## config.mk

```make
export PLATFORM = sky130hd
export DESIGN_NAME = keypad_scan_debounce_tick
export DESIGN_NICKNAME = d
export VERILOG_FILES = /design/src/rtl/kpsdt_pkg.sv /design/src/rtl/kpsdt_key_lane.sv /design/src/rtl/kpsdt_code_merge.sv /design/src/rtl/kpsdt_tick_div.sv /design/src/rtl/keypad_scan_debounce_tick.sv
export SDC_FILE = /design/constraint.sdc
export NUM_CORES = 1
export LEC_CHECK = 0
export ABC_AREA = 1
export BUFFER_PORTS_ARGS = -buffer_cell sky130_fd_sc_hd__buf_4
export CAP_MARGIN = 25
export CELL_PAD_IN_SITES_DETAIL_PLACEMENT = 0
export CELL_PAD_IN_SITES_GLOBAL_PLACEMENT = 1
export CORE_MARGIN = 2
export CORE_UTILIZATION = 45
export CTS_BUF_LIST = sky130_fd_sc_hd__clkbuf_16
export DETAILED_ROUTE_END_ITERATION = 10
export PLACE_DENSITY_LB_ADDON = 0.1
export SLEW_MARGIN = 15
export SYNTH_ARGS = -nofsm -noshare
export SYNTH_HDL_FRONTEND = slang
export SYNTH_SLANG_ARGS = --single-unit
```

## constraint.sdc

```tcl
create_clock -name clk -period 4.3 [get_ports clk]
set_clock_uncertainty 0.2 [all_clocks]
set_input_delay 0.86 -clock clk [delete_from_list [all_inputs] [get_ports clk]]
set_output_delay 0.86 -clock clk [all_outputs]
set_load 0.02 [all_outputs]
```

## src/rtl/kpsdt_pkg.sv

```systemverilog
package kpsdt_pkg;

  // Keypad geometry
  localparam int COLUMNS     = 3;
  localparam int ROWS        = 5;
  localparam int MATRIX_KEYS = COLUMNS * ROWS;
  localparam int CODE_W      = 5;
  localparam int CNT_W       = 8;

  // Key codes
  localparam logic [CODE_W-1:0] CODE_NONE   = '0;
  localparam logic [CODE_W-1:0] CODE_SINGLE = CODE_W'(MATRIX_KEYS + 1);

  // Tick dividers (1 kHz base)
  localparam int TICK_W    = 16;
  localparam int DIV_100HZ = 10;
  localparam int DIV_10HZ  = 100;
  localparam int DIV_1HZ   = 1000;
  localparam int R10_W     = $clog2(DIV_100HZ);
  localparam int R100_W    = $clog2(DIV_10HZ);
  localparam int R1000_W   = $clog2(DIV_1HZ);

  // Configuration port
  localparam int CFG_ADDR_W  = 3;
  localparam int CFG_DATA_W  = 32;
  localparam logic REG_PRESS_THRESHOLD = 1'b0;
  localparam logic [CNT_W-1:0] THRESHOLD_RESET = 8'd20;

  // Divider and backlight results of one tick
  typedef struct packed {
    logic pulse_100hz;
    logic pulse_10hz;
    logic pulse_1hz;
    logic backlight_on;
  } tick_res_t;

  // One result item
  typedef struct packed {
    tick_res_t         tick;
    logic [CODE_W-1:0] key_code;
  } result_t;

endpackage

```

## src/rtl/kpsdt_key_lane.sv

```systemverilog
module kpsdt_key_lane (
  input  logic                       clk,
  input  logic                       rst_n,
  input  logic                       en,
  input  logic [kpsdt_pkg::CNT_W-1:0] thr,
  input  logic                       pressed,
  output logic                       released
);
  import kpsdt_pkg::*;

  logic [CNT_W-1:0] cnt_r;
  logic [CNT_W-1:0] cnt_nxt;
  logic [CNT_W-1:0] cnt_inc;

  // Saturating count, clamped to the threshold while held
  always_comb begin
    cnt_inc  = (cnt_r == '1) ? cnt_r : cnt_r + CNT_W'(1);
    released = 1'b0;
    cnt_nxt  = cnt_r;
    if (pressed) begin
      cnt_nxt = (cnt_inc >= thr) ? thr : cnt_inc;
    end else if (cnt_r >= thr) begin
      released = 1'b1;
      cnt_nxt  = '0;
    end
  end

  always_ff @(posedge clk) begin
    if (!rst_n) begin
      cnt_r <= '0;
    end else if (en) begin
      cnt_r <= cnt_nxt;
    end
  end

endmodule

```

## src/rtl/kpsdt_code_merge.sv

```systemverilog
module kpsdt_code_merge (
  input  logic [kpsdt_pkg::MATRIX_KEYS-1:0] matrix_rel,
  input  logic                             single_rel,
  output logic [kpsdt_pkg::CODE_W-1:0]      key_code
);
  import kpsdt_pkg::*;

  // Last released key in scan order wins; the separate key is scanned first
  always_comb begin
    key_code = single_rel ? CODE_SINGLE : CODE_NONE;
    for (int k = 0; k < MATRIX_KEYS; k++) begin
      if (matrix_rel[k]) begin
        key_code = CODE_W'(k + 1);
      end
    end
  end

endmodule

```

## src/rtl/kpsdt_tick_div.sv

```systemverilog
module kpsdt_tick_div (
  input  logic                    clk,
  input  logic                    rst_n,
  input  logic                    en,
  input  logic                    timeout_load,
  input  logic [7:0]              timeout_value,
  output kpsdt_pkg::tick_res_t    res
);
  import kpsdt_pkg::*;

  logic [TICK_W-1:0]  tick_r,  tick_nxt;
  logic [R10_W-1:0]   r10_r,   r10_nxt;
  logic [R100_W-1:0]  r100_r,  r100_nxt;
  logic [R1000_W-1:0] r1000_r, r1000_nxt;
  logic [7:0]         timeout_r, timeout_nxt;
  logic               level_r,   level_nxt;
  logic               wrap;
  logic [7:0]         timeout_cur;

  // Residues track the count modulo each divisor; all restart when the count wraps
  always_comb begin
    tick_nxt  = tick_r + TICK_W'(1);
    wrap      = (tick_r == '1);
    r10_nxt   = (wrap || r10_r == R10_W'(DIV_100HZ - 1)) ? '0 : r10_r + R10_W'(1);
    r100_nxt  = (wrap || r100_r == R100_W'(DIV_10HZ - 1)) ? '0 : r100_r + R100_W'(1);
    r1000_nxt = (wrap || r1000_r == R1000_W'(DIV_1HZ - 1)) ? '0
                : r1000_r + R1000_W'(1);
  end

  // Backlight timeout, reloaded ahead of the tick
  always_comb begin
    timeout_cur = timeout_load ? timeout_value : timeout_r;
    timeout_nxt = timeout_cur;
    level_nxt   = level_r;
    if (r1000_nxt == '0) begin
      if (timeout_cur != '0) begin
        timeout_nxt = timeout_cur - 8'd1;
        level_nxt   = 1'b1;
      end else begin
        level_nxt   = 1'b0;
      end
    end
  end

  always_comb begin
    res.pulse_100hz  = (r10_nxt == '0);
    res.pulse_10hz   = (r100_nxt == '0);
    res.pulse_1hz    = (r1000_nxt == '0);
    res.backlight_on = level_nxt;
  end

  always_ff @(posedge clk) begin
    if (!rst_n) begin
      tick_r    <= '0;
      r10_r     <= '0;
      r100_r    <= '0;
      r1000_r   <= '0;
      timeout_r <= '0;
      level_r   <= 1'b0;
    end else if (en) begin
      tick_r    <= tick_nxt;
      r10_r     <= r10_nxt;
      r100_r    <= r100_nxt;
      r1000_r   <= r1000_nxt;
      timeout_r <= timeout_nxt;
      level_r   <= level_nxt;
    end
  end

endmodule

```

## src/rtl/keypad_scan_debounce_tick.sv

```systemverilog
// Keypad debouncer with 1 kHz tick dividers and backlight timeout.
// Input channel (in_*): one transfer per 1 ms tick carrying the row readings
// of the three columns, the separate key level and an optional timeout reload.
// Output channel (out_*): exactly one result transfer per input transfer, in
// order: 100 Hz / 10 Hz / 1 Hz pulses, released key code and backlight level.
// All fifteen matrix key counters, one lane each, and the separate key counter
// update in the same cycle, and a priority merge picks the reported code.
// Results are registered in the output register, via the skid register while the output stalls.
// One item per cycle is taken while in_stall is low; the lane update sets this.
// A skid register behind the output register holds one extra result, so an
// item is still taken in the cycle the output first stalls; in_stall rises
// only while that skid register is full.
// Reset (rst_n low, synchronous) clears the tick count, all key counters, the
// backlight timeout and level, and sets press_threshold to 20.
// press_threshold is written over the APB port at byte address 0, by the user only while idle (not enforced).
module keypad_scan_debounce_tick (
  input  logic                                clk,
  input  logic                                rst_n,
  // input channel
  input  logic                                in_valid,
  output logic                                in_stall,
  input  logic [4:0]                          in_column0_rows,
  input  logic [4:0]                          in_column1_rows,
  input  logic [4:0]                          in_column2_rows,
  input  logic                                in_single_key_level,
  input  logic                                in_timeout_load,
  input  logic [7:0]                          in_timeout_value,
  // result channel
  output logic                                out_valid,
  input  logic                                out_stall,
  output logic                                out_pulse_100hz,
  output logic                                out_pulse_10hz,
  output logic                                out_pulse_1hz,
  output logic [4:0]                          out_key_code,
  output logic                                out_backlight_on,
  // configuration port
  input  logic                                psel,
  input  logic                                penable,
  input  logic                                pwrite,
  input  logic [kpsdt_pkg::CFG_ADDR_W-1:0]    paddr,
  input  logic [kpsdt_pkg::CFG_DATA_W-1:0]    pwdata,
  output logic [kpsdt_pkg::CFG_DATA_W-1:0]    prdata,
  output logic                                pready
);
  import kpsdt_pkg::*;

  logic [CNT_W-1:0]       thr_r;
  logic                   in_fire;
  logic                   out_fire;
  logic [ROWS-1:0]        col_rows [COLUMNS];
  logic [MATRIX_KEYS-1:0] matrix_rel;
  logic [CNT_W-1:0]       single_cnt_r, single_cnt_nxt;
  logic                   single_rel;
  logic [CODE_W-1:0]      key_code;
  tick_res_t              tick_res;
  result_t                new_res;
  result_t                out_r, out_nxt;
  result_t                skid_r, skid_nxt;
  logic                   out_valid_r, out_valid_nxt;
  logic                   skid_valid_r, skid_valid_nxt;

  // APB register access
  assign pready = 1'b1;

  always_comb begin
    prdata = '0;
    if (paddr[CFG_ADDR_W-1] == REG_PRESS_THRESHOLD) begin
      prdata = CFG_DATA_W'(thr_r);
    end
  end

  always_ff @(posedge clk) begin
    if (!rst_n) begin
      thr_r <= THRESHOLD_RESET;
    end else if (psel && penable && pwrite && pready &&
                 paddr[CFG_ADDR_W-1] == REG_PRESS_THRESHOLD) begin
      thr_r <= pwdata[CNT_W-1:0];
    end
  end

  // Handshake
  assign in_stall = skid_valid_r;
  assign in_fire  = in_valid && !in_stall;
  assign out_fire = out_valid_r && !out_stall;

  // Matrix key lanes
  assign col_rows[0] = in_column0_rows;
  assign col_rows[1] = in_column1_rows;
  assign col_rows[2] = in_column2_rows;

  for (genvar c = 0; c < COLUMNS; c++) begin : g_col
    for (genvar r = 0; r < ROWS; r++) begin : g_row
      kpsdt_key_lane u_lane (
        .clk      (clk),
        .rst_n    (rst_n),
        .en       (in_fire),
        .thr      (thr_r),
        .pressed  (col_rows[c] == (ROWS'(1) << r)),
        .released (matrix_rel[c*ROWS + r])
      );
    end
  end

  // Separate key: active low, clears on every release
  always_comb begin
    single_rel     = 1'b0;
    single_cnt_nxt = '0;
    if (!in_single_key_level) begin
      single_cnt_nxt = (single_cnt_r == '1) ? single_cnt_r : single_cnt_r + CNT_W'(1);
    end else begin
      single_rel = (single_cnt_r >= thr_r);
    end
  end

  always_ff @(posedge clk) begin
    if (!rst_n) begin
      single_cnt_r <= '0;
    end else if (in_fire) begin
      single_cnt_r <= single_cnt_nxt;
    end
  end

  kpsdt_code_merge u_merge (
    .matrix_rel (matrix_rel),
    .single_rel (single_rel),
    .key_code   (key_code)
  );

  kpsdt_tick_div u_tick (
    .clk           (clk),
    .rst_n         (rst_n),
    .en            (in_fire),
    .timeout_load  (in_timeout_load),
    .timeout_value (in_timeout_value),
    .res           (tick_res)
  );

  assign new_res.tick     = tick_res;
  assign new_res.key_code = key_code;

  // Output register with skid stage
  always_comb begin
    out_nxt        = out_r;
    out_valid_nxt  = out_valid_r;
    skid_nxt       = skid_r;
    skid_valid_nxt = skid_valid_r;
    if (!out_valid_r || out_fire) begin
      if (skid_valid_r) begin
        out_nxt        = skid_r;
        out_valid_nxt  = 1'b1;
        skid_valid_nxt = 1'b0;
      end else begin
        out_nxt       = new_res;
        out_valid_nxt = in_fire;
      end
    end else if (in_fire) begin
      skid_nxt       = new_res;
      skid_valid_nxt = 1'b1;
    end
  end

  always_ff @(posedge clk) begin
    if (!rst_n) begin
      out_valid_r  <= 1'b0;
      skid_valid_r <= 1'b0;
    end else begin
      out_valid_r  <= out_valid_nxt;
      skid_valid_r <= skid_valid_nxt;
    end
  end

  always_ff @(posedge clk) begin
    out_r  <= out_nxt;
    skid_r <= skid_nxt;
  end

  assign out_valid        = out_valid_r;
  assign out_pulse_100hz  = out_r.tick.pulse_100hz;
  assign out_pulse_10hz   = out_r.tick.pulse_10hz;
  assign out_pulse_1hz    = out_r.tick.pulse_1hz;
  assign out_key_code     = out_r.key_code;
  assign out_backlight_on = out_r.tick.backlight_on;

  // Skid stage only holds a result behind a waiting output
  a_skid_behind_out: assert property (@(posedge clk) disable iff (!rst_n)
    skid_valid_r |-> out_valid_r)
    else $error("skid register full with output register empty");

  // A stalled output with a full skid stage must not take new items
  a_skid_holds: assert property (@(posedge clk) disable iff (!rst_n)
    (skid_valid_r && out_stall) |=> skid_valid_r && $stable(skid_r))
    else $error("skid result lost while output stalled");

  // Divider pulses nest
  a_pulse_nest: assert property (@(posedge clk) disable iff (!rst_n)
    (out_valid && out_pulse_1hz) |-> (out_pulse_10hz && out_pulse_100hz))
    else $error("1 Hz pulse without 10 Hz and 100 Hz pulses");

  // Key code within range
  a_code_range: assert property (@(posedge clk) disable iff (!rst_n)
    out_valid |-> (out_key_code <= CODE_SINGLE))
    else $error("key code out of range");

endmodule
```

==> out/results.tsv <==
stage	metric	value	unit
sta	fin crit share	88.2	%
cts	post-CTS sizing	0	
floorplanning	chip width	202	µm
power	total power	6.45	mW
floorplanning	num rows	72	
job	max-cap viol count	0	
grt	met1 GRT Util	31.6	%
placed_design	post-placement cell count	3101	
sta	fin crit period	3.79	ns
yosys	unique cell type count in the Yosys netlist	57	
power	PD cells	326	nW/µm²
grt	GRT busiest layer	met2	
grt	GR Util met3	2.55	%
worst_setup_path	WS Path Type	register to primary output	
worst_setup_path	most frequent cell on the critical path	buf_4	
yosys	area leader, netlist	dfxtp_1	
yosys	post-synthesis cell area	17700	µm²
power	Combinational Power Share	26.6	%
floorplanning	initial core utilization	45.7	%
cts	Worst-path clk slew	0.05	ns
cts	total CTS buffers	28	
grt	vias in the first global route	16100	
sta	post-route setup slack	0.506	ns
power	clock group share of total power	39.1	%
grt	M2 GR Usage	40.1	%
final_layout	Syn-to-layout area delta	11.5	%
final_layout	layout cells sized above 1	6.99	%
grt	initial antenna violation count	0	
sta	Worst slew margin	28.5	%
power	Worst VDD drop	0.314	mV
cts	Root Driver	clkbuf_16	
power	Switch Pwr	2.19	mW
floorplanning	I/O pin count	111	
yosys	main area contributors after synthesis	dfxtp_1, ha_1, nand2_1, a21oi_1, inv_1	
sta	fmax	264	MHz
sta	final hold vios	0	
sta	Worst Tran Pin Value	1.07	ns
grt	Global Route Usage Sum	23.5	%
sta	RSZ-0062 raised after global routing	false	
routing	DR iter-0 viols	893	
routing	drt first pass iters	5	
yosys	register area share after synthesis	23.8	%
sta	final setup vio count	0	
cts	Clk Latency, worst-skew pair	0.58	ns
worst_setup_path	Setup crit end kind	primary output	
routing	DRT Wirelength	48500	µm
sta	fin. max-slew vios	0	
placed_design	Port Buffers	59	
power	P_int	4.26	mW
worst_setup_path	delay-heaviest family, CP	buffers and inverters	
routing	DR vias/cell	5.38	
cts	H-tree depth	1	
placed_design	global placement routability congestion	0.830	
floorplanning	Die Span Y	202	µm
worst_setup_path	critical path peak fanout	16	
grt	first-pass GRT wire length	80100	µm
worst_setup_path	Slowest-stage cell, CP	dfxtp_2	
worst_setup_path	worst path cell trace	buf_4 -> buf_4 -> inv_1 -> nor2_1 -> buf_4	
placed_design	Place WS	0.580	ns
cts	CTS tree	yes	
worst_setup_path	worst r2r path cells	17	
sta	Setup TNS	0	ns
cts	CTS Sinks	202	
worst_setup_path	critical path arrival	2.73	ns
worst_setup_path	WP data required	3.24	ns
grt	largest net degree at the start of global routing	82	
worst_setup_path	CP Depth	5	
routing	routed vias	17000	
cts	Max Buffers Root-to-Sink	3	
worst_hold_path	Hold Path Class	register to register	
final_layout	post-route insts no fill	3151	
power	switch share	33.9	%
worst_setup_path	CP max stage delay	0.68	ns
floorplanning	die area	41000	µm²
routing	Final ANT Viol Nets	0	
routing	routed len/inst	15.4	µm
grt	GRT overflow	0	
worst_setup_path	CP startpoint kind	register	
sta	Min Hold Slack	0.272	ns
routing	DRC violations left	0	
yosys	Avg Cell Area, Syn	6.94	µm²
floorplanning	Core Area	38700	µm²
worst_setup_path	Buf/Inv on CP	4	
yosys	Ys Warns	0	
yosys	Synth Register Bits	202	
final_layout	n_diodes	0	
power	Reg power frac	34.3	%
placed_design	DPL Wire Length	34900	µm
cts	Post-CTS Setup Repair Bufs	0	
final_layout	most common cell after layout, fill and taps aside	nand2_1	
power	Lkg Pwr	8.68	nW
final_layout	most frequent cells in the layout	nand2_1, a21oi_1, inv_1	
final_layout	Final #Nets	2951	
cts	cts hold-fix bufs	0	
yosys	area share of the largest cell type after synthesis	20.8	%
status	outcome	complete, no violations	
worst_hold_path	Worst Hold Depth	2	
yosys	synthesized instance count	2553	
==> state kept, by name, indices dropped and copies added (netlist names) <==
register / count
out_backlight_on: 1
single_cnt_r: 8
out_key_code: 5
out_pulse_100hz: 1
out_valid: 1
u_tick.r100_r: 7
u_tick.r1000_r: 10
out_pulse_10hz: 1
out_pulse_1hz: 1
u_tick.level_r: 1
in_stall: 1
u_tick.tick_r: 16
g_col.g_row.u_lane.cnt_r: 120
u_tick.timeout_r: 8
thr_r: 8
skid_r: 9
u_tick.r10_r: 4
==> final cells by class <==
type	instances	area (µm²)
Multi-Input combinational cell	1991	12000
Fill cell	3900	19000
Inverter	296	1120
Sequential cell	202	4230
Tap cell	518	648
Timing Repair Buffer	94	756
Clock buffer	28	701
Clock inverter	22	285
==> synth_stat cells (all sizes together) <==
cell	n
nand3b	2
and3	3
o21ai	144
a31oi	4
nor2	197
nor3b	3
nand4	63
edfxtp	18
o2111ai	13
inv	289
a21boi	1
or3	2
and2	1
buf	32
or2	11
o31ai	1
o21a	20
conb	2
nor4	11
a211oi	18
mux2i	2
nand2	556
clkbuf	55
a21oi	325
dfxtp	184
ha	271
nor3	48
a31o	1
o311a	1
o21bai	6
o211ai	95
mux2	1
xnor2	29
clkinv	7
nand3	91
xor2	46
==> power groups by stage <==
stage | logic, mW | registers (mW) | clock network [mW]
final | 1.71 | 2.21 | 2.52
after global routing | 1.97 | 2.23 | 2.65
after CTS | 1.73 | 2.21 | 2.58
after detailed placement | 1.72 | 2.25 | 0
after global placement | 1.67 | 2.25 | 0
after floorplan | 1.23 | 2.24 | 0
==> worst register-to-register path, stage by stage, from the launching register on <==
cell	delay, ns
dfxtp_1	0.40
ha_1	0.19
inv_1	0.06
nor4_1	0.34
inv_1	0.08
nor2_1	0.12
inv_1	0.06
nor2_2	0.16
inv_1	0.14
o21ai_0	0.19
ha_1	0.31
nand2_1	0.09
nor2_1	0.05
a211oi_1	0.24
nand3_1	0.45
a21oi_1	0.24
o21ai_0	0.11
a211oi_1	0.25
==> logic make-up after synthesis <==
group | after synthesis | synth area share [%]
adder cells (fa/ha/maj) | 271 | 19.1
buffers and inverters | 383 | 8.78
AND/OR/NAND/NOR | 988 | 24.2
other | 2 | 0.0424
AO/OA/AOI/OAI | 629 | 20.2
multiplexers | 3 | 0.177
flip-flops | 202 | 23.8
XOR/XNOR | 75 | 3.71
==> through the flow <==
| step | utilization (%) | area, µm² |
|---|---|---|
| floorplan | - | 17800 |
| global placement | 48.5 | 18800 |
| detailed placement | 48.5 | 18800 |
| CTS | 51.0 | 19800 |
| global route | 51.0 | 19800 |
| finish | 51.0 | 19800 |
==> metal layers <==
| metal | wire, µm | vias up |
|---|---|---|
| met2 | 22400 | 274 |
| met1 | 23200 | 7766 |
| met3 | 1740 | 73 |
| li1 | - | 8843 |
| met5 | 0 | - |
| met4 | 1080 | 0 |
==> final timing paths <==
path	start	endpoint	slack, ns
worst max-delay path	thr_r[0]$_SDFFE_PN0P_	prdata[0]	0.51
worst min-delay path	u_tick.timeout_r[1]$_SDFFE_PN0P_	u_tick.timeout_r[1]$_SDFFE_PN0P_	0.27
worst max register to register	g_col[2].g_row[3].u_lane.cnt_r[0]$_SDFFE_PN0P_	g_col[2].g_row[3].u_lane.cnt_r[2]$_SDFFE_PN0P_	0.52
worst min register to register	u_tick.timeout_r[1]$_SDFFE_PN0P_	u_tick.timeout_r[1]$_SDFFE_PN0P_	0.27
No activity file was read; power rests on OpenSTA's default activity.
